[config.mk]
export PLATFORM = sky130hd
export DESIGN_NAME = srca_ram
export DESIGN_NICKNAME = d
export VERILOG_FILES = /design/src/design/srca_ram.sv
export SDC_FILE = /design/constraint.sdc
export NUM_CORES = 1
export LEC_CHECK = 0
export BUFFER_PORTS_ARGS = -buffer_cell sky130_fd_sc_hd__buf_2
export CAP_MARGIN = 20
export CELL_PAD_IN_SITES_DETAIL_PLACEMENT = 1
export CELL_PAD_IN_SITES_GLOBAL_PLACEMENT = 1
export CORE_MARGIN = 2
export CORE_UTILIZATION = 48
export DETAILED_ROUTE_END_ITERATION = 6
export PLACE_DENSITY = 0.85
export SYNTH_ARGS = -nofsm -noshare
export SYNTH_HDL_FRONTEND = slang
export SYNTH_SLANG_ARGS = --single-unit
[constraint.sdc]
create_clock -name aclk -period 2 [get_ports aclk]
set_clock_uncertainty 0.15 [all_clocks]
set_input_delay 0.4 -clock aclk [delete_from_list [all_inputs] [get_ports aclk]]
set_output_delay 0.4 -clock aclk [all_outputs]
set_load 0.01 [all_outputs]
[src/design/srca_ram.sv]
`default_nettype none
// ============================================================================
// srca_ram: generic single-port-write, single-port-read RAM
// One write and one read per cycle; read data is registered.
// ============================================================================
module srca_ram #(
    parameter int WIDTH = 8,
    parameter int DEPTH = 16,
    localparam int AW = (DEPTH > 1) ? $clog2(DEPTH) : 1
) (
    input  wire logic                    aclk,
    input  wire logic                    we,
    input  wire logic [AW-1:0]           waddr,
    input  wire logic [WIDTH-1:0]        wdata,
    input  wire logic                    re,
    input  wire logic [AW-1:0]           raddr,
    output logic      [WIDTH-1:0]        rdata
);

    logic [WIDTH-1:0] mem_reg [DEPTH];

    always_ff @(posedge aclk) begin
        if (we) begin
            mem_reg[waddr] <= wdata;
        end
        if (re) begin
            rdata <= mem_reg[raddr];
        end
    end

endmodule
`default_nettype wire

==> impl_results.md, run 1 <==
- FILL cells: 957
- Post-route setup slack: 0.308 ns
- Initial antenna violation count: 0
- Syn Nets: 248
- Num CTS Buffers: 17
- Post-synthesis sequential area ratio: between 70% and 80%
- Avg Cell Area, Syn: between 20 and 25 um^2
- Total grt overflow: 0
- Post-Synthesis Cells: 229
- CTS root buffer: clkbuf_8
- Synth Cell Area: 0.00523 mm^2
- CTS H-Tree Depth: 4
- I/O pin count: 27
- Final Cycle Share: between 80% and 90%
- Final layout net count: 304
- Share of cells above drive strength 1: 31.4%
- Sequential standard cell area: 0.00408 mm^2
- Slowest stage delay, CP: 0.58 ns
- Crit-path slowest cell: mux4_1
- P per Cell Area: around 1000 mW/mm^2
- Place WS: -0.0979 ns
- Vias: roughly 2500
- Die span in x: 108 um
- RSZ-0062 raised after global routing: no
- Async SR Flop Fraction: 0%
- Status: finished, final reports clean
- Pin count of the biggest net entering global routing: 32
- TritonCTS clock tree: yes
- Final Setup Violations: 0
- YS warnings: 0
- Core area: 0.0107 mm^2
- Slew headroom: between 70% and 80%
- Crit Reg-Reg Startpoint: mem_reg[9][3]
- # clock sinks: approximately 140
- Worst-Margin Slew: 0.391 ns
- CP Max Fanout: 1
- Non-filler cells, final: 436
- WHS Path Cells: 1
- Yosys cell types: 18
- Top_reg_cell synth: edfxtp_1
- First-pass GRT wire length: 16600 um
- Clk_lat worst skew: ~0.52 ns
- R2r setup slk: 0.31 ns
- CP Data Required Time: 2.11 ns
- Yosys reg bits: 136
- Critical path's top delay family: multiplexers
- CP cell instances: mux4_1 > a22oi_1 > nand2_1
- Max FFs per register: 128
- Worst setup SP type: flip-flop
- Min Tclk post-route: 1.69 ns
- Antenna fix cells: 0
- Inst Count DP: just over 400
- Min-Delay Path Class: input port to flip-flop
- Post-DP HPWL: 6970 um
- Fmax: approximately 590 MHz
- Leakage: 2.10 nW
- Vias per std cell: roughly 5.7
- EDFF count, synth: 136
- Drt initial violations: ~160
- PostCTS Resize Cnt: 0
- Max-cap check violation count: 0
- Vias in the first global route: 2700
- Total power: 6.49 mW
- Critical path class: flip-flop to flip-flop
- CP Capture Type: flip-flop
- Standard-cell rows: 38
- Die Ht: 108 um
- Buf/Inv on CP: 0
- Antenna-violating nets left: 0
- Worst r2r dst: rdata[3]
- Most frequent cells in the layout: edfxtp_1 (136), buf_2 (26), mux4_2 (18), buf_4 (18)
- CP arrival: approximately 1.8 ns
- R2R depth: 3
- Worst-path clk slew: 0.06 ns
- Min-delay src: re
- DRC viols: 0
- Routability Congestion: 0.715
- Total track usage: 21.0%
- Postcts setup bufs: 0
- Commonest non-fill, non-tap cell in the layout: edfxtp_1
- PortBufs: 26
- Slew Viols, Final: 0
- Routed WL per cell: 25.2 um
- Post-Route WL: roughly 11000 um
- Peak supply drop: around 500 uV
- Clock Tree Buf Depth: 2
- Hold endpoint: rdata[3]
- Die footprint: 0.0117 mm^2
- Final hold violation count: 0
- Area Overhead vs Synth: 18.6%
- Starting Density: 48.6%
- Footprint of the multi-input gates: 0.00106 mm^2
- First-pass detailed-route iteration total: 4
- # hold bufs at CTS: 0
## routing by layer
layer / wire length (um) / global-route usage (%)
met1: 4450 / 27.3
met2: 5640 / 33.2
met3: 709 / 7.05
met4: 191 / 8.24
met5: 0 / 0
## metrics by stage
stage	util [%]	hold slack [ns]	area, um^2	TNS [ns]
finish	57.7	0.108	6200	0
global route	57.7	0.0872	6200	0
CTS	57.7	0.0819	6200	0
detailed placement	52.6	0.593	5650	-0.514
global placement	52.6	0.572	5650	-0.309
floorplan	-	0.349	5230	0
## how the worst max path moves through the flow
| stage | startpoint | to | slack (ns) | cells past startpoint |
|---|---|---|---|---|
| 6_report | mem_reg[9][3] | rdata[3] | 0.31 | 3 |
| 5_1_grt | mem_reg[9][1] | rdata[1] | 0.28 | 3 |
| 4_1_cts | mem_reg[8][3] | rdata[3] | 0.27 | 3 |
| 3_5_place_dp | raddr[0] | rdata[5] | -0.1 | 5 |
| 3_3_place_gp | raddr[0] | rdata[4] | -0.08 | 5 |
| 2_1_floorplan | raddr[0] | rdata[1] | 0.17 | 5 |
## synth_stat cells (2+ instances only)
library cell | number | area share [%]
edfxtp_1 | 136 | 78
mux4_2 | 18 | 7.8
a22oi_1 | 16 | 2.3
mux4_1 | 14 | 7.0
nor2_1 | 13 | 0.93
nand2_1 | 9 | 0.65
nor3_1 | 4 | 0.38
buf_2 | 3 | 0.29
buf_6 | 3 | 0.65
clkdlybuf4s25_2 | 3 | 0.57
nand2b_1 | 2 | 0.24
nand3b_1 | 2 | 0.29
## area by class of cell
type	instances	area share (%)
tap	140	2.82
clock buffer	19	6.80
multi-input combinational	83	17.1
timing repair buffer	47	5.25
clock inverter	11	2.14
sequential	136	65.9
## power breakdown
part / total, mW / internal, mW / switching, mW
Clock: 2.95 / 1.86 / 1.09
Combinational: 0.304 / 0.131 / 0.173
Sequential: 3.24 / 3.21 / 0.0217
Total: 6.49 / 5.21 / 1.28
## kinds of logic (layout without fill, tap and decap cells)
logic type / Yosys count / after routing / synth area share (%)
DFF: 136 / 136 / 78.1
and+or+nand+nor: 35 / 35 / 3.14
AOI/OAI and AO/OA: 16 / 16 / 2.30
muxes: 32 / 32 / 14.8
buffers and inverters: 10 / 77 / 1.65
Power figures use the tool's default switching activity.
==> inputs of run 2 (changes only) <==
clock period = 1.5 ns   (was 2 ns; I/O delays follow)
==> run 2 against run 1 <==
Against the previous run: the flow now finishes with violations (setup timing); sequential power is 33% higher; core utilization up 1.5 points; combinational power increased by 60%; largest cell class unchanged; largest power group unchanged.
==> impl_results.md, run 2 (synthesis gave the netlist of run 1 again) <==
- First-pass GRT wire length: 19700 um (+19%)
- Status: complete, but fails checks
- Standard-cell rows: 38 (unchanged)
- CP Capture Type: flip-flop
- Routability Congestion: 0.739 (+3.3%)
- Post-Route WL: 13200 um (+20%)
- Antenna fix cells: 0 (unchanged)
- Final layout net count: 319 (+4.9%)
- Num CTS Buffers: 17 (unchanged)
- I/O pin count: 27 (unchanged)
- Post-route setup slack: -0.124 ns (-0.432 ns)
- Starting Density: 48.6% (unchanged)
- Min-Delay Path Class: input port to flip-flop
- WL met3: 862 um (+22%)
- Fin util: 59.2% (+1.5 points)
- Worst-Margin Slew: 0.932 ns (+0.541 ns)
- Max-cap check violation count: 0 (unchanged)
- TritonCTS clock tree: yes
- Pin count of the biggest net entering global routing: 17 (-47%)
- Peak supply drop: 1220 uV (+150%)
- Leakage: 2.14 nW (+1.5%)
- Commonest non-fill, non-tap cell in the layout: edfxtp_1
- R2r setup slk: -0.12 ns (-0.43 ns)
- Inst Count DP: 418 (+3.0%)
- Clock Tree Buf Depth: 2 (unchanged)
- Worst-path clk slew: 0.06 ns (about the same)
- RSZ-0062 raised after global routing: yes
- Antenna-violating nets left: 0 (unchanged)
- Total grt overflow: 0 (unchanged)
- CTS root buffer: clkbuf_8
- Final hold violation count: 0 (unchanged)
- Worst r2r dst: rdata[2]
- Min-delay src: wdata[1]
- Total power: 8.70 mW (+34%)
- Core area: 0.0107 mm^2 (unchanged)
- Worst setup SP type: flip-flop
- First-pass detailed-route iteration total: 4 (unchanged)
- # clock sinks: 136 (unchanged)
- Final Setup Violations: 11 (+11)
- Met1 wire length: 5060 um (+14%)
- P per Cell Area: 1370 mW/mm^2 (+31%)
- CTS H-Tree Depth: 4 (unchanged)
- Die span in x: 108 um (unchanged)
- Clk_lat worst skew: 0.52 ns (about the same)
- Non-filler cells, final: 453 (+3.9%)
- Total track usage: 24.9% (+3.9 points)
- Crit-path slowest cell: mux4_2
- WHS Path Cells: 1 (unchanged)
- CP cell instances: mux4_2 > a22oi_2 > nand2_1
- Vias: 2662 (+7.6%)
- Most frequent cells in the layout: edfxtp_1 (136), mux4_2 (32), buf_4 (27), buf_2 (26), clkbuf_16 (16)
- Share of cells above drive strength 1: 42.5% (+11 points)
- Vias in the first global route: 2911 (+7.8%)
- CP arrival: 1.74 ns (-0.07 ns)
- Post-DP HPWL: 7820 um (+12%)
- CP Data Required Time: 1.61 ns (-0.50 ns)
- Min Tclk post-route: 1.62 ns (-0.0679 ns)
- Die footprint: 0.0117 mm^2 (unchanged)
- Hold endpoint: mem_reg[8][1]
- Initial antenna violation count: 0 (unchanged)
- Fmax: 616 MHz (+4.2%)
- Postcts setup bufs: 0 (unchanged)
- PortBufs: 26 (unchanged)
- Area Overhead vs Synth: 21.7%
- Critical path class: flip-flop to flip-flop
- Slew headroom: 37.6% (-36 points)
- CP Max Fanout: 1 (unchanged)
- Routed WL per cell: 29.0 um (+15%)
- Die Ht: 108 um (unchanged)
- Final Cycle Share: 108% (+24 points)
- Slowest stage delay, CP: 0.51 ns (-0.07 ns)
- Max FFs per register: 128 (unchanged)
- Crit Reg-Reg Startpoint: mem_reg[3][2]
- Slew Viols, Final: 0 (unchanged)
- DRC viols: 0 (unchanged)
- Drt initial violations: 269 (+67%)
- Failing checks: setup timing
- R2R depth: 3 (unchanged)
- Top sig layer: met4
- Vias per std cell: 5.88 (+3.6%)
- DR WL met2: 6990 um (+24%)
## run 2: cell types whose count changed in the layout (fill, tap and decap cells not counted), sizes merged
cell,before,now
clkinv,6,7
bufinv,3,2
buf,47,59
dlygate4sd3,0,3
clkinvlp,2,4
## run 2: through the flow
stage / TNS, ns / hold WS, ns / worst slack (ns) / area [um^2]
floorplan: -1.62 / 0.249 / -0.150 / 5250
global placement: -10.84 / 0.521 / -0.503 / 5760
detailed placement: -14.16 / 0.543 / -0.576 / 5760
CTS: -1.18 / 0.00650 / -0.146 / 6350
global route: -1.48 / 0.0207 / -0.168 / 6360
finish: -0.802 / 0.0194 / -0.124 / 6360
## run 2: power breakdown
| part | leakage (nW) | switching (mW) | internal [mW] |
|---|---|---|---|
| sequential | 1.24 | 0.0314 | 4.28 |
| combinational | 0.639 | 0.275 | 0.212 |
| clock | 0.261 | 1.55 | 2.35 |
| total | 2.14 | 1.86 | 6.84 |
## run 2: worst max path at each step
stage | to | cells past startpoint | startpoint | slack (ns)
after floorplan | rdata[1] | 5 | raddr[0] | -0.15
after global placement | rdata[3] | 6 | raddr[0] | -0.50
after detailed placement | rdata[3] | 6 | raddr[0] | -0.58
after CTS | rdata[3] | 3 | mem_reg[0][3] | -0.15
after global routing | rdata[3] | 3 | mem_reg[0][3] | -0.17
final | rdata[2] | 3 | mem_reg[3][2] | -0.12
## run 2: what timing repair did
item,CTS,global route
hold buffers,3,0
hold endpoints to repair,39,0
pin swaps,0,2
resized for setup,3,3
setup endpoints to repair,16,16
## run 2: layout make-up
class                   count  area, um^2
multi-input cells          83        1070
flip-flops and latches    136        4080
well taps                 140         175
clock inverters            13         131
repair buffers             62         483
fillers                   929        4380
clock buffers              19         422
## run 2: routing by layer
layer	vias up	global-route usage (%)
met2	124	41.1
met5	-	0
met3	22	6.57
met4	0	9.34
li1	1110	-
met1	1406	31.9
## run 2: worst max-delay path: cells and delay by family (launching register included)
family / cells / cell delay (ns)
compound gates: 1 / 0.21
flops: 1 / 0.40
mux: 1 / 0.51
simple gates: 1 / 0.10
==> inputs of run 3 (changes only) <==
TNS_END_PERCENT = 5   (was default)
==> run 3 against run 2 <==
Against the previous run: the flow still finishes with violations (setup timing); routed wire length shrank 5.3%; sequential share of layout area shrank 0.39 points; die area is the same; non-clock buffer count grew 1; final cell count grew 0.22%; first-iteration DRC count shrank 23%; clock power grew 7.2%; worst setup slack lost 0.022 ns; critical endpoint is now rdata[0].
==> impl_results.md, run 3 (synthesis gave the netlist of run 1 again) <==
- RSZ-0062 raised after global routing: yes
- CP Max Fanout: 1 (unchanged)
- Area Overhead vs Synth: 22.4%
- Antenna-violating nets left: 0 (unchanged)
- Fin util: 59.6% (+0.36 points)
- Vias per std cell: 5.83 (-0.86%)
- Die span in x: 108 um (unchanged)
- Pin count of the biggest net entering global routing: 25 (+8)
- Total grt overflow: 0 (unchanged)
- CP cell instances: mux4_2 > a22oi_2 > nand2_1
- Failing checks: setup timing
- Core area: 0.0107 mm^2 (unchanged)
- Critical path class: flip-flop to flip-flop
- Post-DP HPWL: 7850 um (+0.46%)
- CP Data Required Time: 1.60 ns (about the same)
- Initial antenna violation count: 0 (unchanged)
- Post-DP Area: 0.00578 mm^2 (+0.35%)
- CTS root buffer: clkbuf_8
- Drt initial violations: 208 (-23%)
- Vias in the first global route: 2873 (-1.3%)
- P per Cell Area: 1400 mW/mm^2 (+2.4%)
- Status: complete, but fails checks
- Num CTS Buffers: 17 (unchanged)
- Antenna fix cells: 0 (unchanged)
- CP Capture Type: flip-flop
- Crit-path slowest cell: mux4_2
- Critical path's top delay family: multiplexers
- Starting Density: 48.6% (unchanged)
- Slew headroom: 38.6% (+0.98 points)
- Min-Delay Path Class: input port to flip-flop
- Final Setup Violations: 10 (-1)
- Worst setup SP type: flip-flop
- Max-cap check violation count: 0 (unchanged)
- Buf/Inv on CP: 0 (unchanged)
- Postcts setup bufs: 0 (unchanged)
- Routed WL per cell: 27.5 um (-5.5%)
- Leakage: 2.17 nW (+1.5%)
- Share of cells above drive strength 1: 43.0% (+0.50 points)
- CP arrival: 1.75 ns (about the same)
- Worst-path clk slew: 0.06 ns (about the same)
- Vias: 2645 (-0.64%)
- Slowest stage delay, CP: 0.49 ns (-0.02 ns)
- Routability Congestion: 0.780 (+5.5%)
- I/O pin count: 27 (unchanged)
- # clock sinks: 136 (unchanged)
- Post-route setup slack: -0.146 ns (-0.0223 ns)
- Post-Route WL: 12500 um (-5.3%)
- Min Tclk post-route: 1.65 ns (+0.0223 ns)
- Peak supply drop: 664 uV (-46%)
- TritonCTS clock tree: yes
- First-pass detailed-route iteration total: 6 (+2)
- Commonest non-fill, non-tap cell in the layout: edfxtp_1
- First-pass GRT wire length: 18900 um (-4.2%)
- Die Ht: 108 um (unchanged)
- Final hold violation count: 0 (unchanged)
- PortBufs: 26 (unchanged)
- Max FFs per register: 128 (unchanged)
- Total power: 8.97 mW (+3.0%)
- Post-route cell area: 0.00640 mm^2 (+0.61%)
- Most frequent cells in the layout: edfxtp_1 (136), mux4_2 (32), buf_4 (29), buf_2 (26), clkbuf_16 (16)
- Die footprint: 0.0117 mm^2 (unchanged)
- CTS H-Tree Depth: 4 (unchanged)
- Standard-cell rows: 38 (unchanged)
- Worst-Margin Slew: 0.918 ns (-0.0146 ns)
- Total track usage: 24.0% (-0.90 points)
- Final layout net count: 320 (+0.31%)
- Final Cycle Share: 110% (+1.5 points)
- Clk_lat worst skew: 0.52 ns (about the same)
- DRC viols: 0 (unchanged)
- Fmax: 608 MHz (-1.4%)
- Slew Viols, Final: 0 (unchanged)
- Clock Tree Buf Depth: 2 (unchanged)
- Place WS: -0.634 ns (-0.0585 ns)
- TNS Setup: -0.922 ns (-0.120 ns)
==> run 3: cell count changes in the layout (fill, tap and decap cells not counted), moves of 3 or more <==
cell	previous run	this run
clkinvlp_4	4	1
inv_6	0	3
nor3_1	0	3
nor3_2	3	0
==> run 3: path summary, 6_finish.rpt <==
kind	depth (start not counted)	start	slack, ns	end
max reg2reg	3	mem_reg[1][0]	-0.15	rdata[0]
min reg2reg	3	mem_reg[13][6]	0.61	rdata[6]
min	1	wdata[1]	0.02	mem_reg[4][1]
max	3	mem_reg[1][0]	-0.15	rdata[0]
==> run 3: per-stage QoR <==
| step | hold WS [ns] | std cells |
|---|---|---|
| finish | 0.0157 | 454 |
| global route | 0.0104 | 454 |
| CTS | 0.00254 | 454 |
| detailed placement | 0.540 | 421 |
| global placement | 0.539 | 421 |
| floorplan | 0.249 | 229 |
==> run 3: worst register-to-register path: stages (launching register included) <==
cell      delay, ns
edfxtp_1       0.41
mux4_2         0.49
a22oi_2        0.21
nand2_1        0.11
==> run 3: repair_timing <==
item,CTS,global route
setup endpoints to repair,13,16
gates resized for setup,5,1
hold buffers,1,0
pin swaps,2,0
hold endpoints to repair,8,0
==> run 3: layer usage <==
layer / vias up / wire length (um) / GRT usage, %
li1: 1121 / - / -
met1: 1384 / 4800 / 29.9
met2: 126 / 6410 / 39.7
met3: 14 / 1040 / 6.63
met4: 0 / 217 / 10.3
met5: - / 0 / 0
==> run 3: power by group <==
group | internal [mW] | switching, mW | leakage [nW]
Clock | 2.55 | 1.63 | 0.290
Sequential | 4.28 | 0.0287 | 1.24
Combinational | 0.212 | 0.264 | 0.642
Total | 7.04 | 1.92 | 2.17
==> run 3: layout make-up <==
cell class / instances / area, um^2
clock buffers: 18 / 418
clock inverters: 14 / 174
fillers: 954 / 4350
multi-input cells: 83 / 1050
flip-flops and latches: 136 / 4080
well taps: 140 / 175
repair buffers: 63 / 498
