<file path="src/design/srca_pkg.sv">
`default_nettype none
// ============================================================================
// srca_pkg: shared definitions for the sensor region coverage accumulator
// Command codes, controller states, default sizes and the per-entry
// contribution flags passed from the table walker to the accumulator.
// ============================================================================
package srca_pkg;

    localparam int NODE_COUNT_DEF   = 32;
    localparam int REGION_DEPTH_DEF = 256;
    localparam int AREA_BITS_DEF    = 24;

    localparam int CMD_BITS      = 2;
    localparam int INDEX_BITS    = 8;
    localparam int AREA_IN_BITS  = 24;
    localparam int MASK_BITS     = 32;
    localparam int CFG_BITS      = 9;
    localparam int SUM_BITS      = 33;
    localparam int SUM_LANES     = 4;

    localparam int LANE_TCOV = 0;
    localparam int LANE_PCOV = 1;
    localparam int LANE_TOVL = 2;
    localparam int LANE_POVL = 3;

    typedef enum logic [CMD_BITS-1:0] {
        CMD_NODE_WRITE   = 2'd0,
        CMD_REGION_WRITE = 2'd1,
        CMD_QUERY        = 2'd2
    } cmd_t;

    typedef enum logic [1:0] {
        ST_IDLE,
        ST_NODES,
        ST_REGIONS,
        ST_FINISH
    } state_t;

    typedef struct packed {
        logic valid;
        logic tcov;
        logic pcov;
        logic tovl;
        logic povl;
    } contrib_t;

endpackage
`default_nettype wire

</file>
<file path="src/design/srca_accum.sv">
`default_nettype none
// ============================================================================
// srca_accum: four saturating coverage accumulators
// Adds one area per cycle into each sum whose contribution flag is set.
// ============================================================================
module srca_accum #(
    parameter int AREA_BITS = srca_pkg::AREA_BITS_DEF
) (
    input  wire logic                                    aclk,
    input  wire logic                                    clear,
    input  wire srca_pkg::contrib_t                      contrib,
    input  wire logic [AREA_BITS-1:0]                    area,
    output logic [srca_pkg::SUM_LANES-1:0][srca_pkg::SUM_BITS-1:0] sums
);

    localparam int SB = srca_pkg::SUM_BITS;
    localparam logic [SB-1:0] SUM_MAX = '1;

    logic [srca_pkg::SUM_LANES-1:0] lane_en;

    always_comb begin
        lane_en                      = '0;
        lane_en[srca_pkg::LANE_TCOV] = contrib.tcov;
        lane_en[srca_pkg::LANE_PCOV] = contrib.pcov;
        lane_en[srca_pkg::LANE_TOVL] = contrib.tovl;
        lane_en[srca_pkg::LANE_POVL] = contrib.povl;
    end

    for (genvar k = 0; k < srca_pkg::SUM_LANES; k++) begin : g_lane
        logic [SB-1:0] acc_reg;
        logic [SB-1:0] acc_next;
        logic [SB:0]   sum;

        always_comb begin
            sum      = {1'b0, acc_reg} + (SB + 1)'(area);
            acc_next = sum[SB] ? SUM_MAX : sum[SB-1:0];
        end

        always_ff @(posedge aclk) begin
            if (clear) begin
                acc_reg <= '0;
            end else if (contrib.valid && lane_en[k]) begin
                acc_reg <= acc_next;
            end
        end

        assign sums[k] = acc_reg;
    end

endmodule
`default_nettype wire
</file>
<file path="config.mk">
export PLATFORM = sky130hd
export DESIGN_NAME = srca_accum
export DESIGN_NICKNAME = d
export VERILOG_FILES = /design/src/design/srca_pkg.sv /design/src/design/srca_accum.sv
export SDC_FILE = /design/constraint.sdc
export NUM_CORES = 1
export LEC_CHECK = 0
export BUFFER_PORTS_ARGS = -buffer_cell sky130_fd_sc_hd__buf_2
export CELL_PAD_IN_SITES_DETAIL_PLACEMENT = 1
export CELL_PAD_IN_SITES_GLOBAL_PLACEMENT = 1
export CORE_ASPECT_RATIO = 2
export CORE_UTILIZATION = 46
export CTS_CLUSTER_SIZE = 20
export DETAILED_ROUTE_END_ITERATION = 7
export PLACE_DENSITY_LB_ADDON = 0.12
export REMOVE_ABC_BUFFERS = 1
export SYNTH_ARGS = -nofsm -noshare
export SYNTH_HDL_FRONTEND = slang
export SYNTH_SLANG_ARGS = --single-unit
</file>
<file path="constraint.sdc">
create_clock -name aclk -period 10.55 [get_ports aclk]
set_input_delay 3.165 -clock aclk [delete_from_list [all_inputs] [get_ports aclk]]
set_output_delay 3.165 -clock aclk [all_outputs]
set_load 0.03 [all_outputs]
</file>
==> metrics, run 1 <==
largest net degree at the start of global routing=56; Clock Power Share=0.348; arrival time worst endpoint=6.58 ns; core area=21000 µm²; Logic pwr share=0.312; Setup TNS=0 ns; CTS H-tree lvls=4; cts bufs inserted=17; GRT Residual Overflow=0; cells along the critical path=buf_2, ha_1, a211oi_1, nor2_1, o2111ai_1, o211ai_1, and2_1, a41oi_2, nor2_2, nor3_2, a311oi_1; count of final hold-check violations=0; Routed Antenna Nets=0; top-count cell post-synth=dfxtp_1; TritonCTS Sinks=132; DIE AREA=22100 µm²; Clock Tree Buf Depth=2; final worst path period need=6.22 ns; ys flop type=dfxtp_1; Reg clk slew, reported paths=0.06 ns; layout cells sized above 1=0.167; GPL Wtd Cong=0.913; worst-skew pair later-pin latency=0.45 ns; WL per Instance=21.4 µm; first-pass GRT wire length=55700 µm; grt met2 use=0.644; width of the die=106 µm; Yosys Warn Count=0; GRT met3 Usage=0.0543; sequential area share after synthesis=0.267; Synth async-reset ratio=0; fin util=0.541; number of synthesized flops with an enable pin=0; leak pwr=5.12 nW; Slew headroom=0.238; TritonCTS clock tree=built; synth top area cells=dfxtp_1 (27%), ha_1 (12%), o21ai_0 (6.4%); Remaining DRCs=0; RSZ-0062 raised after global routing=false; Clock Skews=0.00573 ns; top post-synthesis cells by count=dfxtp_1 (132), nor2_1 (131), o21ai_0 (126); TritonRoute pass-1 iters=4; status=finished clean; CP max stage cell=nor2_2; Final setup viols=0; DIE HEIGHT=209 µm; slowest stage delay, CP=0.88 ns; via count=10300; fin. max-slew vios=0; pwr dens=144 nW/µm²; worst min-delay path class=reg2reg; Max Clock Freq=161 MHz; post-DP HPWL=27400 µm; Setup CP Type=in2reg; MaxCap Viol Count=0; Flop pwr share=0.340; Placement Rows=75; Total GRT Usage=0.325; First DRT Iteration DRCs=368; max FFs per register=132; internal reg-to-reg setup slack=6.89 ns; Post-layout nets=1513; Root Buffer=clkbuf_16; Net Sw Frac=0.357; Sw Pwr=0.000584 W; Netlist cell types=87; number of I/O port buffers=162; initial antenna violation count=3; period utilisation layout=0.590; Top Ports=163; Avg Vias per Cell=6.20; Critical Path End Type=register; synthesized area=9890 µm²; PostCTS Resize Cnt=0; GR peak layer=met2; Yosys top cell area share=0.267; Gate Count Post-Synth=1250; Worst EP required=10.90 ns; Seq cells post-synth=132; DRT Wirelength=35600 µm; Avg Cell Area, Syn=7.91 µm²; Startpoint Class=input pin; Worst Path Max Fanout=24; Synth area leader=dfxtp_1; Post-CTS Setup Inserts=0; internal power of the cells=0.00105 W; vias in the first global route=10800; Worst Tran Pin Value=1.14 ns; maximum VDD drop=0.000124 V; Initial Utilization=0.470; P&R area growth vs syn=14.9%; Hold Buf Count CTS=0; met1 usage=0.308
[power groups by stage]
stage / registers (W) / logic [W] / clock network (W)
global route: 0.000559 / 0.000555 / 0.000597
finish: 0.000556 / 0.000510 / 0.000570
detailed placement: 0.000566 / 0.000503 / 0
floorplan: 0.000616 / 0.000306 / 0
CTS: 0.000556 / 0.000508 / 0.000578
global placement: 0.000566 / 0.000491 / 0
[per-layer routing]
layer  routed length, µm  part of all wire
met1               12600              0.35
met2               20200              0.57
met5                   0                 0
met3                1180             0.033
met4                1630             0.046
[worst paths after layout]
kind                         start                     to  depth (start not counted)
max                        area[1]  g_lane[2].acc_reg[28]                         11
min          g_lane[3].acc_reg[28]  g_lane[3].acc_reg[28]                          2
max reg2reg   g_lane[2].acc_reg[2]  g_lane[2].acc_reg[28]                         10
min reg2reg  g_lane[3].acc_reg[28]  g_lane[3].acc_reg[28]                          2
[critical path: cells and delay by family]
family | cells | cell delay (ns)
AO/OA/AOI/OAI | 5 | 1.33
adder cells (fa/ha/maj) | 1 | 0.34
buffers and inverters | 1 | 0.19
AND/OR/NAND/NOR | 4 | 1.53
[metrics by stage]
step | instance area [µm²] | power (W) | std cells | setup WS, ns | hold WS [ns]
after global routing | 11400 | 0.00171 | 1666 | 4.08 | 0.507
after detailed placement | 10800 | 0.00107 | 1632 | 3.96 | 0.470
after global placement | 10800 | 0.00106 | 1632 | 4.07 | 0.453
after floorplan | 9610 | 0.000921 | 1193 | 4.97 | 0.581
after CTS | 11400 | 0.00164 | 1663 | 4.37 | 0.479
final | 11400 | 0.00164 | 1666 | 4.33 | 0.478
[area by class of cell]
class	count	area [µm²]
Antenna cell	3	7.51
Tap cell	269	337
Multi-Input combinational cell	1039	6880
Clock inverter	5	50.0
Clock buffer	26	489
Timing Repair Buffer	170	871
Inverter	22	83.8
Sequential cell	132	2640
Fill cell	2712	9660
[placed cells by master (no fill, tap or decap), drive strengths merged, types with 4 or more instances in the layout]
cell     synthesis  layout
clkbuf          40      26
clkinv           0       5
o21ai          145     145
nand2           66      66
nor2           136     136
xnor2           43      43
a211oi          20      20
or3              6       6
o21bai          11      11
and2            20      20
a31o             7       7
a311oi          13      13
o31a             5       5
o21a            12      12
a2111oi          4       4
a31oi           43      43
a21oi          111     111
nor2b            9       9
nor3            62      62
mux2i            4       4
nand2b          12      12
ha              96      96
inv             22      21
a41oi            4       4
and4             7       7
nand4           10      10
xor2            36      36
o211ai           9       9
nand3           33      33
fa               4       4
a21o            31      31
and3            18      18
dfxtp          132     132
or2              4       4
o22ai           14      14
buf             16     170
[cell families after synthesis]
| logic type | Yosys count | synth area share |
|---|---|---|
| AOI/OAI and AO/OA | 460 | 0.296 |
| buffers and inverters | 79 | 0.0365 |
| DFF | 132 | 0.267 |
| and+or+nand+nor | 396 | 0.197 |
| xor gates and xnor gates | 79 | 0.0700 |
| adders and majority gates | 100 | 0.130 |
| muxes | 4 | 0.00405 |
No activity file was read; power rests on OpenSTA's default activity.
==> run 2, diff against run 1 <==
--- a/config.mk
+++ b/config.mk
@@ -9,7 +9,7 @@
 export CELL_PAD_IN_SITES_DETAIL_PLACEMENT = 1
 export CELL_PAD_IN_SITES_GLOBAL_PLACEMENT = 1
 export CORE_ASPECT_RATIO = 2
-export CORE_UTILIZATION = 46
+export CORE_UTILIZATION = 43
 export CTS_CLUSTER_SIZE = 20
 export DETAILED_ROUTE_END_ITERATION = 7
 export PLACE_DENSITY_LB_ADDON = 0.12
==> constraint.sdc (replaced) <==
create_clock -name aclk -period 6.3 [get_ports aclk]
set_input_delay 1.89 -clock aclk [delete_from_list [all_inputs] [get_ports aclk]]
set_output_delay 1.89 -clock aclk [all_outputs]
set_load 0.03 [all_outputs]
==> metrics, run 2 (synthesized netlist as in run 1, its figures left out) <==
status=finished clean; Initial Utilization=0.437 (-0.0337); Non-Filler Instances=1678 (+0.72%); most common cell after layout, fill and taps aside=buf_2; Worst Tran Pin Value=0.823 ns (-0.318 ns); count of final hold-check violations=0 (unchanged); DP Cell Count=1647 (+0.92%); Placement Rows=78 (+4.0%); Tot Pwr=0.00282 W (+72%); Setup CP Type=in2reg; GPL Wtd Cong=0.902 (-1.2%); Routed Antenna Nets=0 (unchanged); worst min-delay path class=reg2reg; post-DP HPWL=27500 µm (+0.54%); P&R area growth vs syn=15.8%; GRT Residual Overflow=0 (unchanged); width of the die=109 µm (+3.4%); CTS H-tree lvls=4 (unchanged); DIE HEIGHT=216 µm (+3.4%); final setup margin=1.71 ns (-2.61 ns); Max Clock Freq=218 MHz; Worst EP required=6.67 ns (-4.23 ns); DRT Wirelength=35700 µm (+0.27%); Met3 Routed Length=1370 µm (+16%); maximum VDD drop=0.000172 V (+39%); WL per Instance=21.3 µm (-0.45%); Slew headroom=0.446 (+0.207); Startpoint Class=input pin; arrival time worst endpoint=4.96 ns (-1.62 ns); fin util=0.505 (-0.0352); max FFs per register=132 (unchanged); PostCTS Resize Cnt=0 (unchanged); initial antenna violation count=0 (-3); Avg Vias per Cell=6.12 (-1.4%); DIE AREA=23600 µm² (+6.9%); MaxCap Viol Count=0 (unchanged); Critical Path End Type=register; highest routed layer=met4; RSZ-0062 raised after global routing=false; first-pass GRT wire length=55800 µm (+0.20%); Final setup viols=0 (unchanged); leak pwr=5.15 nW (+0.58%); Remaining DRCs=0 (unchanged); TritonCTS clock tree=built; core area=22600 µm² (+7.7%); worst path bufs/invs=2 (+1); FILL cells=2885 (+6.4%); Total GRT Usage=0.312 (-0.0127); most frequent cells in the layout=buf_2 (162), dfxtp_1 (132), nor2_1 (131), o21ai_0 (126), a21oi_1 (111); WL met2=19700 µm (-2.6%); Top Ports=163 (unchanged); largest net degree at the start of global routing=56 (unchanged); vias in the first global route=10800 (-0.15%); slowest stage delay, CP=0.49 ns (-0.39 ns); cells along the critical path=buf_2, ha_1, o21ai_0, nor2_1, o2111ai_1, o211ai_1, and2_1, a41oi_2, nor2_2, buf_4, and3b_1, nor3_1; final worst path period need=4.59 ns; pwr dens=246 nW/µm² (+71%); TritonCTS Sinks=132 (unchanged); n_diodes=0 (-3); Worst Path Max Fanout=17 (-29%); Post-CTS Setup Inserts=0 (unchanged); Root Buffer=clkbuf_16; First DRT Iteration DRCs=447 (+21%); Placement Setup Slack=1.23 ns (-2.73 ns); CP max stage cell=o211ai_1; cts bufs inserted=17 (unchanged); WL met1=12600 µm (unchanged); Top delay family on crit path=simple AND/OR/NAND/NOR gates; number of I/O port buffers=162 (unchanged); TritonRoute pass-1 iters=6 (+2); period utilisation layout=0.728; Reg clk slew, reported paths=0.06 ns (about the same); fin. max-slew vios=0 (unchanged); worst-skew pair later-pin latency=0.46 ns (about the same); Clock Tree Buf Depth=2 (unchanged); Hold Buf Count CTS=0 (unchanged); via count=10300 (-0.65%); layout cells sized above 1=0.172 (+0.00453); Post-layout nets=1517 (+0.26%); Setup TNS=0 ns (unchanged); Clock Skews=0.0132 ns (+0.00745 ns)
## run 2: metrics by stage
step | area (µm²) | hold slack (ns)
after floorplan | 9610 | 0.581
after global placement | 10900 | 0.453
after detailed placement | 10900 | 0.457
after CTS | 11400 | 0.466
after global routing | 11400 | 0.489
final | 11400 | 0.465
## run 2: routing by layer
metal  vias up  global-route usage
met5         -                   0
met4         0               0.196
met3       110              0.0602
met2       222               0.591
met1      5011               0.294
li1       4927                   -
## run 2: worst paths after layout
kind              slack (ns)                   from  depth (start not counted)                     to
hold / removal          0.47  g_lane[3].acc_reg[28]                          2  g_lane[3].acc_reg[28]
setup / recovery        1.71                area[2]                         12  g_lane[2].acc_reg[27]
setup reg to reg        2.98   g_lane[2].acc_reg[2]                         11  g_lane[2].acc_reg[27]
hold reg to reg         0.47  g_lane[3].acc_reg[28]                          2  g_lane[3].acc_reg[28]
## run 2: layout make-up
class / count / area, µm² / area share
clock buffer: 21 / 450 / 0.0394
inverter: 22 / 83.8 / 0.00733
multi-input combinational: 1039 / 6880 / 0.601
timing repair buffer: 174 / 901 / 0.0787
tap: 280 / 350 / 0.0306
clock inverter: 10 / 133 / 0.0116
sequential: 132 / 2640 / 0.231
## run 2: worst min-delay path, delay by kind of cell, from the launching register on
kind,cells,cell delay [ns]
buf+inv,1,0.05
flops,1,0.31
compound gates,1,0.05
## run 2: where the power goes
group	switching [W]	internal (W)	total (W)
Combinational	0.000545	0.000308	0.000854
Sequential	0.0000471	0.000885	0.000932
Clock	0.000405	0.000626	0.00103
Total	0.000998	0.00182	0.00282
==> run 3, diff against run 2 <==
--- a/config.mk
+++ b/config.mk
@@ -5,11 +5,12 @@
 export SDC_FILE = /design/constraint.sdc
 export NUM_CORES = 1
 export LEC_CHECK = 0
+export ABC_AREA = 1
 export BUFFER_PORTS_ARGS = -buffer_cell sky130_fd_sc_hd__buf_2
 export CELL_PAD_IN_SITES_DETAIL_PLACEMENT = 1
 export CELL_PAD_IN_SITES_GLOBAL_PLACEMENT = 1
 export CORE_ASPECT_RATIO = 2
-export CORE_UTILIZATION = 43
+export CORE_UTILIZATION = 37
 export CTS_CLUSTER_SIZE = 20
 export DETAILED_ROUTE_END_ITERATION = 7
 export PLACE_DENSITY_LB_ADDON = 0.12
==> constraint.sdc (replaced) <==
create_clock -name aclk -period 4 [get_ports aclk]
set_input_delay 1.2 -clock aclk [delete_from_list [all_inputs] [get_ports aclk]]
set_output_delay 1.2 -clock aclk [all_outputs]
set_load 0.03 [all_outputs]
==> metrics, run 3 <==
status=finished clean; Final setup viols=0 (unchanged); Post-CTS Setup Inserts=0 (unchanged); GRT Residual Overflow=0 (unchanged); Remaining DRCs=0 (unchanged); MaxCap Viol Count=0 (unchanged); leak pwr=8.61 nW (+67%); max FFs per register=132 (unchanged); DIE HEIGHT=268 µm (+24%); GPL Wtd Cong=0.936 (+3.8%); Clock Power Share=0.345 (-0.021); Post-Synth Adder-Cell Area=0.0982 (-0.0314); Avg Vias per Cell=5.11 (-16%); Reg clk slew, reported paths=0.06 ns (about the same); maximum VDD drop=0.000325 V (+89%); Yosys top cell area share=0.203 (-0.0648); Net Sw Frac=0.403 (+0.0484); DIE AREA=36100 µm² (+53%); WL per Instance=18.2 µm (-14%); cts bufs inserted=17 (unchanged); fraction of synthesized area in multiplexers=0 (-0.00405); Tot Pwr=0.00474 W (+68%); arrival time worst endpoint=3.28 ns (-1.68 ns); Sw Pwr=0.00191 W (+91%); Hold WS=0.515 ns (+0.0501 ns); Flop pwr share=0.313 (-0.018); final worst path period need=2.95 ns; Routed Antenna Nets=0 (unchanged); TritonCTS Sinks=132 (unchanged); Yosys Warn Count=0 (unchanged); n_diodes=0 (unchanged); Critical Path End Type=register; Worst Path Max Fanout=22 (+5); WL met1=18000 µm (+43%); fin util=0.430 (-0.0751); PostCTS Resize Cnt=0 (unchanged); slowest stage delay, CP=0.42 ns (-0.07 ns); period utilisation layout=0.737; Initial Utilization=0.378 (-0.0582); Avg Cell Area, Syn=5.85 µm² (-26%); RSZ-0062 raised after global routing=false; pwr dens=320 nW/µm² (+30%); worst-skew pair later-pin latency=0.46 ns (about the same); Setup CP Type=in2reg; Netlist cell types=45 (-48%); number of I/O port buffers=162 (unchanged); Logic pwr share=0.342 (+0.039); top-count cell post-synth=nand2_1; most frequent cells in the layout=nand2_1 (683), inv_1 (361), nor2_1 (287), buf_2 (162), dfxtp_1 (132); initial antenna violation count=0 (unchanged); Startpoint Class=input pin; Root Buffer=clkbuf_16; cells along the critical path=buf_2, ha_1, a21oi_1, nand2_1, nand2_1, nand3b_1, nor2_2, nand3_2, nand2_4, nand2_4, o21ai_0, inv_1; largest family of logic cells by synthesized area=simple AND/OR/NAND/NOR gates; worst min-delay path class=reg2reg; worst setup path start=area[12]; Synth async-reset ratio=0 (unchanged); Post-layout nets=2517 (+66%); TritonCTS clock tree=built; WL met2=27500 µm (+40%); layout cells sized above 1=0.140 (-0.0316); number of synthesized flops with an enable pin=0 (unchanged); CTS H-tree lvls=4 (unchanged); count of final hold-check violations=0 (unchanged); vias in the first global route=15200 (+41%); width of the die=135 µm (+23%); Met3 Routed Length=1640 µm (+20%); Worst Tran Pin Value=0.835 ns (+0.0122 ns); TritonRoute pass-1 iters=4 (-2); Gate Count Post-Synth=2232 (+79%); ys flop type=dfxtp_1; Synth area leader=dfxtp_1; Clock Tree Buf Depth=2 (unchanged); top post-synthesis cells by count=nand2_1 (683), inv_1 (362), nor2_1 (287); internal power of the cells=0.00283 W (+56%); post-DP HPWL=42900 µm (+56%); first-pass GRT wire length=79600 µm (+43%); Max Clock Freq=339 MHz; FILL cells=4940 (+71%); Total GRT Usage=0.295 (-0.0168); Hold Buf Count CTS=0 (unchanged); largest net degree at the start of global routing=58 (+3.6%); worst r2r src=g_lane[3].acc_reg[12]; synth top area cells=dfxtp_1 (20%), nand2_1 (20%), inv_1 (10%); Clock Skews=0.0146 ns (+0.00143 ns); sequential area share after synthesis=0.203 (-0.0648); highest routed layer=met4; Seq cells post-synth=132 (unchanged); core area=34500 µm² (+52%); DRT Wirelength=51800 µm (+45%); First DRT Iteration DRCs=422 (-5.6%); most common cell after layout, fill and taps aside=nand2_1; post-synthesis simple-gate area fraction=0.411 (+0.214); Synth Area in XOR/XNOR=0.0524 (-0.0176); post-synthesis compound-gate area fraction=0.111 (-0.185); Top Ports=163 (unchanged); CP max stage cell=ha_1; P&R area growth vs syn=13.7%; Hold Path Origin=g_lane[2].acc_reg[0]; Setup TNS=0 ns (unchanged); fin. max-slew vios=0 (unchanged); internal reg-to-reg setup slack=1.62 ns (-1.36 ns); synthesized area=13000 µm² (+32%); via count=14500 (+41%); Worst EP required=4.34 ns (-2.33 ns); Placement Rows=96 (+23%); Slew headroom=0.443 (-0.00236)
-- run 3: cell count changes after synthesis, moves of 32 or more --
cell     change
nand3_1     +90
nor2_2      +54
inv_1      +340
nor3_1      -32
nand2_1    +617
nor2_1     +156
xnor2_1     -33
xor2_1      +32
-- run 3: final timing paths --
| kind | cells past startpoint | endpoint |
|---|---|---|
| setup / recovery | 12 | g_lane[3].acc_reg[1] |
| hold / removal | 2 | g_lane[2].acc_reg[0] |
| setup reg to reg | 11 | g_lane[3].acc_reg[1] |
| hold reg to reg | 2 | g_lane[2].acc_reg[0] |
-- run 3: layout make-up --
type                       instances  area (µm²)  share of cell area
clock inverter                     7        70.1             0.00472
timing repair buffer             173         893              0.0602
clock buffer                      25         515              0.0347
inverter                         370        1390              0.0936
tap                              441         552              0.0372
sequential                       132        2640               0.178
multi-input combinational       1692        8770               0.591
-- run 3: routing by layer --
metal	up-vias	global-route usage
met5	-	0
met2	303	0.565
li1	7229	-
met3	155	0.0352
met4	0	0.247
met1	6827	0.273
-- run 3: power by group through the flow --
stage               combinational [W]  sequential, W  clock, W
detailed placement            0.00163        0.00151         0
CTS                           0.00164        0.00148   0.00168
global placement              0.00160        0.00151         0
global route                  0.00179        0.00149   0.00173
floorplan                    0.000977        0.00163         0
finish                        0.00162        0.00148   0.00164
-- run 3: kinds of logic (layout without fill, tap and decap cells) --
family                   Yosys count  in the layout
AND/OR/NAND/NOR                 1260           1260
AO/OA/AOI/OAI                    254            254
flip-flops                       132            132
adder cells (fa/ha/maj)          100            100
XOR/XNOR                          78             78
buffers and inverters            408            575
-- run 3: metrics by stage --
step,cell area (µm²),instances,worst slack [ns]
2_1_floorplan,12800,2194,1.18
3_3_place_gp,14200,2808,0.625
3_5_place_dp,14200,2808,0.588
4_1_cts,14800,2840,1.06
5_1_grt,14800,2840,0.899
6_report,14800,2840,1.05
-- run 3: critical path, delay by kind of cell --
family / cells / cell delay, ns
AND/OR/NAND/NOR: 7 / 0.89
buffers and inverters: 2 / 0.26
adder cells (fa/ha/maj): 1 / 0.42
AO/OA/AOI/OAI: 2 / 0.50
